==> src/dlpd_pkg.sv <==
// Package with the parse phases, character codes and scaling constants of the line parser.
package dlpd_pkg;

  typedef enum logic [1:0] {
    PH_SKIP   = 2'd0,
    PH_NUMBER = 2'd1,
    PH_DONE   = 2'd2
  } phase_e;

  localparam logic [7:0] CH_CR    = 8'h0D;
  localparam logic [7:0] CH_LF    = 8'h0A;
  localparam logic [7:0] CH_SPACE = 8'h20;
  localparam logic [7:0] CH_TAB   = 8'h09;
  localparam logic [7:0] CH_VT    = 8'h0B;
  localparam logic [7:0] CH_FF    = 8'h0C;
  localparam logic [7:0] CH_PLUS  = 8'h2B;
  localparam logic [7:0] CH_MINUS = 8'h2D;
  localparam logic [7:0] CH_ZERO  = 8'h30;
  localparam logic [7:0] CH_NINE  = 8'h39;

  localparam int unsigned FscWidth   = 9;
  localparam int unsigned ValueWidth = 16;
  localparam logic [FscWidth-1:0] FscReset = 9'd200;

  // Division by 100 of a 16-bit product: ((p >> 2) * 5243) >> 17 is exact for every 16-bit p.
  localparam logic [12:0] RecipHundred = 13'd5243;
  localparam int unsigned RecipShift   = 17;
  localparam int unsigned RecipProdW   = ValueWidth - 2 + 13;

  localparam logic [2:0] REG_FULL_SCALE = 3'd0;

endpackage

==> src/decimal_line_to_pwm_duty.sv <==
// Top level: decimal line parser that turns a received value into a PWM compare count.
//
// Received bytes are parsed line by line like atoi: leading blanks are skipped, one optional
// sign is taken, decimal digits accumulate modulo 65536, and the first non-digit ends the
// number. A CR or LF reports the signed 16-bit line value; a positive value has its low
// 8 bits taken as a percent of full_scale_count (truncated), and a count that is in range and
// differs from the last one is applied. One byte is accepted every clock cycle unless out_ready
// holds the output, and every byte gives one result word; the percent multiply and the divide-by-100
// reciprocal multiply sit on either side of the s1 pipeline register. The APB register
// full_scale_count lies at byte address 0 and may only be written while the block is idle.
module decimal_line_to_pwm_duty
  import dlpd_pkg::*;
(
  input  logic                         clk_i,
  input  logic                         rst_ni,
  input  logic                         in_valid_i,
  output logic                         in_ready_o,
  input  logic [7:0]                   rx_byte_i,
  output logic                         out_valid_o,
  input  logic                         out_ready_i,
  output logic                         line_end_o,
  output logic signed [ValueWidth-1:0] line_value_o,
  output logic                         duty_update_o,
  output logic [FscWidth-1:0]          duty_count_o,
  input  logic                         psel,
  input  logic                         penable,
  input  logic                         pwrite,
  input  logic [2:0]                   paddr,
  input  logic [31:0]                  pwdata,
  output logic [31:0]                  prdata,
  output logic                         pready
);

  // Configuration register.
  logic [FscWidth-1:0] fsc_q;
  logic                cfg_hit;

  assign pready  = 1'b1;
  assign cfg_hit = ({paddr[2], 2'b00} == REG_FULL_SCALE);
  assign prdata  = cfg_hit ? {{(32-FscWidth){1'b0}}, fsc_q} : 32'd0;

  always_ff @(posedge clk_i or negedge rst_ni) begin
    if (!rst_ni) begin
      fsc_q <= FscReset;
    end else if (psel && penable && pwrite && cfg_hit) begin
      fsc_q <= pwdata[FscWidth-1:0];
    end
  end

  // Handshake and pipeline control.
  logic s1_valid_q;
  logic out_valid_q;
  logic out_load;
  logic in_accept;

  assign out_load    = !out_valid_q || out_ready_i;
  assign in_ready_o  = !s1_valid_q || out_load;
  assign in_accept   = in_valid_i && in_ready_o;
  assign out_valid_o = out_valid_q;

  // Parse state.
  logic [ValueWidth-1:0] acc_q, acc_d;
  logic                  neg_q, neg_d;
  phase_e                phase_q, phase_d;

  logic                  is_eol;
  logic                  is_blank;
  logic                  is_digit;
  logic [3:0]            digit;
  logic [ValueWidth-1:0] acc_times_ten;
  logic [ValueWidth-1:0] line_val;

  assign is_eol   = (rx_byte_i == CH_CR) || (rx_byte_i == CH_LF);
  assign is_blank = (rx_byte_i == CH_SPACE) || (rx_byte_i == CH_TAB) ||
                    (rx_byte_i == CH_VT) || (rx_byte_i == CH_FF);
  assign is_digit = (rx_byte_i >= CH_ZERO) && (rx_byte_i <= CH_NINE);
  assign digit    = 4'(rx_byte_i - CH_ZERO);
  assign acc_times_ten = (acc_q << 3) + (acc_q << 1);
  assign line_val = neg_q ? (ValueWidth'(0) - acc_q) : acc_q;

  always_comb begin
    acc_d   = acc_q;
    neg_d   = neg_q;
    phase_d = phase_q;
    if (is_eol) begin
      acc_d   = '0;
      neg_d   = 1'b0;
      phase_d = PH_SKIP;
    end else begin
      case (phase_q)
        PH_SKIP: begin
          if (is_blank) begin
            phase_d = PH_SKIP;
          end else if (rx_byte_i == CH_PLUS) begin
            phase_d = PH_NUMBER;
          end else if (rx_byte_i == CH_MINUS) begin
            neg_d   = 1'b1;
            phase_d = PH_NUMBER;
          end else if (is_digit) begin
            acc_d   = {{(ValueWidth-4){1'b0}}, digit};
            phase_d = PH_NUMBER;
          end else begin
            phase_d = PH_DONE;
          end
        end
        PH_NUMBER: begin
          if (is_digit) begin
            acc_d = acc_times_ten + {{(ValueWidth-4){1'b0}}, digit};
          end else begin
            phase_d = PH_DONE;
          end
        end
        default: begin
          phase_d = PH_DONE;
        end
      endcase
    end
  end

  always_ff @(posedge clk_i or negedge rst_ni) begin
    if (!rst_ni) begin
      acc_q   <= '0;
      neg_q   <= 1'b0;
      phase_q <= PH_SKIP;
    end else if (in_accept) begin
      acc_q   <= acc_d;
      neg_q   <= neg_d;
      phase_q <= phase_d;
    end
  end

  // First stage: line value and percent product.
  logic                  s1_eol_q;
  logic                  s1_pos_q;
  logic [ValueWidth-1:0] s1_value_q;
  logic [ValueWidth-1:0] s1_prod_q;
  logic [ValueWidth:0]   pct_prod;

  assign pct_prod = line_val[7:0] * fsc_q;

  always_ff @(posedge clk_i or negedge rst_ni) begin
    if (!rst_ni) begin
      s1_valid_q <= 1'b0;
    end else if (in_ready_o) begin
      s1_valid_q <= in_valid_i;
    end
  end

  always_ff @(posedge clk_i) begin
    if (in_accept) begin
      s1_eol_q   <= is_eol;
      s1_pos_q   <= is_eol && (line_val != '0) && !line_val[ValueWidth-1];
      s1_value_q <= is_eol ? line_val : '0;
      s1_prod_q  <= pct_prod[ValueWidth-1:0];
    end
  end

  // Second stage: divide by 100, range and change check, compare register.
  logic [RecipProdW-1:0] recip_prod;
  logic [FscWidth:0]     count;
  logic                  apply;
  logic [FscWidth-1:0]   last_q;

  // The product is divided by 4 first so that the reciprocal by 25 stays exact.
  assign recip_prod = s1_prod_q[ValueWidth-1:2] * RecipHundred;
  assign count      = recip_prod[RecipProdW-1:RecipShift];
  assign apply      = s1_pos_q && (count != {1'b0, last_q}) && (count <= {1'b0, fsc_q});

  always_ff @(posedge clk_i or negedge rst_ni) begin
    if (!rst_ni) begin
      last_q      <= '0;
      out_valid_q <= 1'b0;
    end else if (out_load) begin
      out_valid_q <= s1_valid_q;
      if (s1_valid_q && apply) begin
        last_q <= count[FscWidth-1:0];
      end
    end
  end

  logic                  o_eol_q;
  logic [ValueWidth-1:0] o_value_q;
  logic                  o_update_q;
  logic [FscWidth-1:0]   o_count_q;

  always_ff @(posedge clk_i) begin
    if (out_load && s1_valid_q) begin
      o_eol_q    <= s1_eol_q;
      o_value_q  <= s1_value_q;
      o_update_q <= apply;
      o_count_q  <= apply ? count[FscWidth-1:0] : last_q;
    end
  end

  assign line_end_o    = o_eol_q;
  assign line_value_o  = o_value_q;
  assign duty_update_o = o_update_q;
  assign duty_count_o  = o_count_q;

endmodule

==> config.mk <==
export PLATFORM = sky130hd
export DESIGN_NAME = decimal_line_to_pwm_duty
export DESIGN_NICKNAME = d
export VERILOG_FILES = /design/src/dlpd_pkg.sv /design/src/decimal_line_to_pwm_duty.sv
export SDC_FILE = /design/constraint.sdc
export NUM_CORES = 1
export LEC_CHECK = 0
export BUFFER_PORTS_ARGS = -buffer_cell sky130_fd_sc_hd__buf_2
export CORE_MARGIN = 3
export CORE_UTILIZATION = 45
export DETAILED_ROUTE_END_ITERATION = 8
export PLACE_DENSITY = 0.71
export SLEW_MARGIN = 20
export SYNTH_ARGS = -nofsm -noshare
export SYNTH_HDL_FRONTEND = slang
export SYNTH_SLANG_ARGS = --single-unit
==> constraint.sdc <==
create_clock -name clk_i -period 8.3 [get_ports clk_i]
set_input_delay 0.415 -clock clk_i [delete_from_list [all_inputs] [get_ports clk_i]]
set_output_delay 0.415 -clock clk_i [all_outputs]
set_load 0.02 [all_outputs]
# Yosys cells after proc, flatten, opt, wreduce, memory -nomap -nowiden
# Cells that the tools add are included.
[word_totals]
reg_bits = 100
out_inout_bits = 62
elab_cells = 94
[classes]
add_sub_neg = 4
n_mul = 2
magnitude_cmp = 3
n_eq_ne = 18
n_mux = 22
n_bitwise = 1
n_reduce_logical = 29
[op_table]
columns = ["op", "n"]
rows = [
  ["$mux 16", 7],
  ["$eq 8x4->1 const B", 5],
  ["$pmux 16 s2", 1],
  ["$mul 14x13->27 const B", 1],
  ["$eq 8x6->1 const B", 3],
  ["$mux 9", 2],
  ["$ne 3x3->1 const B", 6],
  ["$add 16x16->16", 1],
  ["$add 16x4->16", 1],
  ["$mul 8x9->16", 1],
  ["$reduce_bool 16->1", 1],
  ["$sub 1x16->16 const A", 1],
  ["$mux 2", 6],
  ["$logic_and 1x1->1", 11],
  ["$le 10x9->1", 1],
  ["$ne 10x9->1", 1],
  ["$ge 8x6->1 const B", 1],
  ["$le 8x6->1 const B", 1],
  ["$reduce_and 7->1", 1],
  ["$logic_or 1x1->1", 6],
  ["$mux 1", 5],
  ["$reduce_and 5->1", 1],
  ["$ne 2x2->1 const B", 2],
  ["$pmux 2 s2", 1],
  ["other kinds (8)", 12],
]

# Longest topological paths before layout
[depth]
word_depth = 8
ltp_mapped = 28

# Least setup slack after synthesis
# Ideal clock, no wire load.
[synth_timing]
path_kind = "reg2reg"
start = "register s1_prod_q[11]"
end = "register o_count_q[1] (netlist: duty_count_o[1]), data pin"
setup_time_ns = 0.260
t_arrival_ns = 6.134
required_time_ns = 8.040
setup_slack_ns = 1.906
stages_incl_launch_ff = 27
period_less_slack_ns = 6.394
path_cell_list = "edfxtp_1 > fa_1 > ha_1 > inv_1 > fa_1 > inv_1 > fa_1 > inv_1 > fa_1 > inv_1 > ha_1 > o21a_1 > o21a_1 > a221oi_1 > nand3_1 > xor2_1 > ha_1 > o21a_1 > o21ai_0 > a21oi_1 > nor3_1 > nor2_1 > o31ai_1 > and2_1 > clkbuf_1 > nand2_1 > mux2_2"
[synth_via]
elab_chain_len = 5
elab_cells_between_ends = 6
cone_classes = "1 x mul; 1 x order compare; 1 x eq/ne; 1 x mux; 2 x reduce/logical"
[synth_rtl]
columns = ["element", "line_no", "rtl"]
rows = [
  ["start, declared", "decimal_line_to_pwm_duty.sv:136", "logic [ValueWidth-1:0] s1_prod_q;"],
  ["start signal, assigned", "decimal_line_to_pwm_duty.sv:154", "s1_prod_q <= pct_prod[ValueWidth-1:0];"],
  ["$mul 14x13->27 *", "decimal_line_to_pwm_duty.sv:165", "assign recip_prod = s1_prod_q[ValueWidth-1:2] * RecipHundred;"],
  ["named net recip_prod[19]", "decimal_line_to_pwm_duty.sv:159", "logic [RecipProdW-1:0] recip_prod;"],
  ["branches (longest 2 deep; another with $le 10x9->1)", "-", ""],
  ["$logic_and 1x1->1 *", "decimal_line_to_pwm_duty.sv:167", "assign apply = s1_pos_q && (count != {1'b0, last_q}) && (count <= {1'b0, fsc_q});"],
  ["$mux 9 *", "decimal_line_to_pwm_duty.sv:191", "o_count_q <= apply ? count[FscWidth-1:0] : last_q;"],
  ["end signal, assigned", "decimal_line_to_pwm_duty.sv:191", ""],
  ["end, declared", "decimal_line_to_pwm_duty.sv:184", "logic [FscWidth-1:0] o_count_q;"],
]
# Mark *: on every way through the listed nets, which the timed path passes.
# A chain may end at the register's enable or synchronous reset.

# Worst setup path in the final report
[layout_timing]
start = "register s1_prod_q[13]"
end = "register o_count_q[3] (netlist: duty_count_o[3]), data pin"
# The elaborated chain is that of the path after synthesis.

==> reports/results.ini <==
[route]
routed_wirelength_mm=22.5
drt_iter0_markers=429
drc=0
wl_per_cell_um=15.6
detail_route.vias_per_cell=5.24
ant_nets=0
vias=7570
drt_pass1_iterations=5

[finish]
fin_cells=1445
final_cell_area_um2=11800
area_growth_pct=8.05
antenna_cells=0
drive_above_1_share_pct=11.2
finish.net_count=1443
final_common_cell=ha_1
final_cell_mix=ha_1 (166), inv_1 (160), fa_1 (106), nand2_1 (75), nor2_1 (73)

[status]
run_status=finished clean

[sta]
finalMaxSlewViolations=0
rsz0062_at_grt=false
fin_skew_ns=0.00775
tightest_slew_ns=0.997
fin_crit_ns=7.27
fmax_ghz=0.138
hold_viol=0
relSlewSlack_pct=33.0
finalSetupViolCount=0
period_share_pct=87.6
layout_setup_ws_ns=1.03
setup_tns_ns=0

[die]
ios=112
core_um2=23600
initial_core_util_pct=46.2
chipWidth_um=162
dieArea_um2=26100
die_h_um=162
num_rows=56

[setup_path]
timing.critical_path.from=s1_prod_q[13]$_DFFE_PP_
r2r_cells=26
timing.rr.start=s1_prod_q[13]$_DFFE_PP_
required_ns=8.40
end_kind=register
cp-endpoint=duty_count_o[3]$_DFFE_PP_
start_kind=register
regToRegSetupSlack_ns=1.03
r2r-end=duty_count_o[3]$_DFFE_PP_
worstSetupPathType=reg2reg
path_max_fanout=7
cp.arrival_ns=7.37

[cts]
postCtsHoldBufs=0
cts_max_level=3
cts_tree=built
cts_made_buffers=9
cts_setup_buffers=0
root_buffer=clkbuf_16
clk_latency_ns=0.36
clk_pin_slew_ns=0.07
clockBufferDepth=2
cts.sinks=98
ctsResizeCount=0

[power_and_ir_drop]
power.total_w=0.00391
peakVddDrop_uv=397
p_leak_nw=5.82
power.density_nw_per_um2=332

[grt]
grt_start_max_net_pins=40
grt_pass1_wl_mm=37.8
antenna_found_initial=0
grt_usage_pct=17.8
grt-ovfl-total=0
first_global_vias=7674

[logic_synthesis]
synth_cell_type_count=63
ys_warn_count=0
synth_ff_type=edfxtp_1
synthArstFlopShare_pct=39.8
synth_seq_area_share_pct=25.2
avgSynthCellArea_um2=10.2
ys_ff_latch=98
synth_area_um2=10900
syn_inst=1066
synth-edff-count=59

[placement]
hpwl_mm=18.3
place_congestion=0.866
numPlacedInstances=1429
post_dp_cell_area_um2=11500
port_buffers=62
preCtsSetupSlack_ns=1.05

[hold_path]
hold_class=in2async

[flow_run]
drv_cap=0

Yosys cell counts (3+ instances only):
| library cell | n | area share, % |
|---|---|---|
| a21boi_0 | 5 | 0.34 |
| o41ai_1 | 3 | 0.24 |
| ha_1 | 166 | 19 |
| fa_1 | 106 | 19 |
| mux2_4 | 7 | 0.96 |
| nor4_1 | 4 | 0.23 |
| dfrtp_1 | 36 | 8.3 |
| nor2_1 | 73 | 2.5 |
| edfxtp_1 | 59 | 16 |
| and3_1 | 3 | 0.17 |
| buf_4 | 24 | 1.7 |
| a21o_1 | 4 | 0.28 |
| mux2_2 | 19 | 2.0 |
| o21ai_0 | 42 | 1.9 |
| nor2b_1 | 12 | 0.69 |
| mux2i_1 | 4 | 0.37 |
| clkbuf_1 | 19 | 0.65 |
| nand2_1 | 75 | 2.6 |
| o22ai_1 | 4 | 0.23 |
| a22o_1 | 10 | 0.80 |
| dfstp_2 | 3 | 0.72 |
| nor3_1 | 12 | 0.55 |
| or4_1 | 5 | 0.34 |
| or3_1 | 5 | 0.29 |
| a21oi_1 | 38 | 1.7 |
| o31ai_1 | 10 | 0.69 |
| nand2b_1 | 13 | 0.75 |
| nand4b_1 | 4 | 0.32 |
| a31oi_1 | 7 | 0.40 |
| and2_1 | 14 | 0.80 |
| nand4_1 | 11 | 0.63 |
| nor3b_1 | 3 | 0.21 |
| o21a_1 | 7 | 0.48 |
| xor2_1 | 21 | 1.7 |
| nand3_1 | 6 | 0.28 |
| inv_1 | 160 | 5.5 |
| xnor2_1 | 37 | 3.0 |
state kept, by name (all words and copies together), names as in the netlist, 2 cells and up:
name,cells
s1_prod_q,14
s1_value_q,16
acc_q,16
last_q,9
line_value_o,16
phase_q,2
fsc_q,9
duty_count_o,9
layout make-up:
cell class | count | area, um^2
Clock buffer | 9 | 225
Timing Repair Buffer | 68 | 355
Clock inverter | 7 | 85.1
Inverter | 161 | 604
Tap cell | 319 | 399
Sequential cell | 98 | 2750
Fill cell | 2179 | 11800
Multi-Input combinational cell | 783 | 7360
cell families (layout without fill, tap and decap cells):
kind of cell	Yosys count	after routing	share of synthesized area (%)
adder cells (fa/ha/maj)	272	272	38.5
AND/OR/NAND/NOR	245	245	10.7
buffers and inverters	207	245	8.02
AO/OA/AOI/OAI	154	154	9.49
flip-flops	98	98	25.2
XOR/XNOR	58	58	4.66
multiplexers	30	30	3.29
other	2	24	0.0689
where the power goes:
group          switching, W  internal, W
clock network      0.000207     0.000240
logic               0.00167      0.00110
registers         0.0000793     0.000617
total               0.00195      0.00196
critical path, cell delays in order (launching register included):
cell and delay, ns:
edfxtp_1 0.63, fa_1 0.50, ha_1 0.29, inv_1 0.05
fa_1 0.49, inv_1 0.06, fa_1 0.52, inv_1 0.05
fa_1 0.52, inv_1 0.05, ha_1 0.38, a21oi_2 0.19
nand2_1 0.08, o31ai_1 0.30, o31ai_1 0.15, xor2_1 0.46
ha_1 0.35, nor2b_1 0.13, o21a_1 0.16, o21ai_0 0.15
a21oi_1 0.10, nor3_1 0.14, nor2_1 0.07, o31ai_1 0.26
and2_1 0.35, nand2_1 0.24, mux2_2 0.33
routing by layer:
| metal | vias up | routed length, um | track usage (%) |
|---|---|---|---|
| li1 | 3660 | - | - |
| met1 | 3726 | 10600 | 24.9 |
| met2 | 166 | 10800 | 29.9 |
| met3 | 18 | 903 | 2.77 |
| met4 | 0 | 209 | 2.79 |
| met5 | - | 0 | 0 |
how the worst min path moves through the flow:
stage / to / slack [ns] / depth (start not counted)
floorplan: acc_q[0]$_DFFE_PN0P_ / 0.12 / 0
global placement: line_value_o[15]$_DFFE_PP_ / 0.40 / 0
detailed placement: line_value_o[0]$_DFFE_PP_ / 0.40 / 0
CTS: last_q[4]$_DFFE_PN0P_ / 0.25 / 1
global route: s1_valid_q$_DFFE_PN0N_ / 0.26 / 2
finish: last_q[3]$_DFFE_PN0P_ / 0.22 / 1
through the flow:
step | utilization (%) | hold WS [ns]
after floorplan | - | 0.119
after global placement | 48.6 | 0.403
after detailed placement | 48.6 | 0.405
after CTS | 49.9 | 0.252
after global routing | 49.9 | 0.263
final | 49.9 | 0.223
No activity file was read; power rests on OpenSTA's default activity.
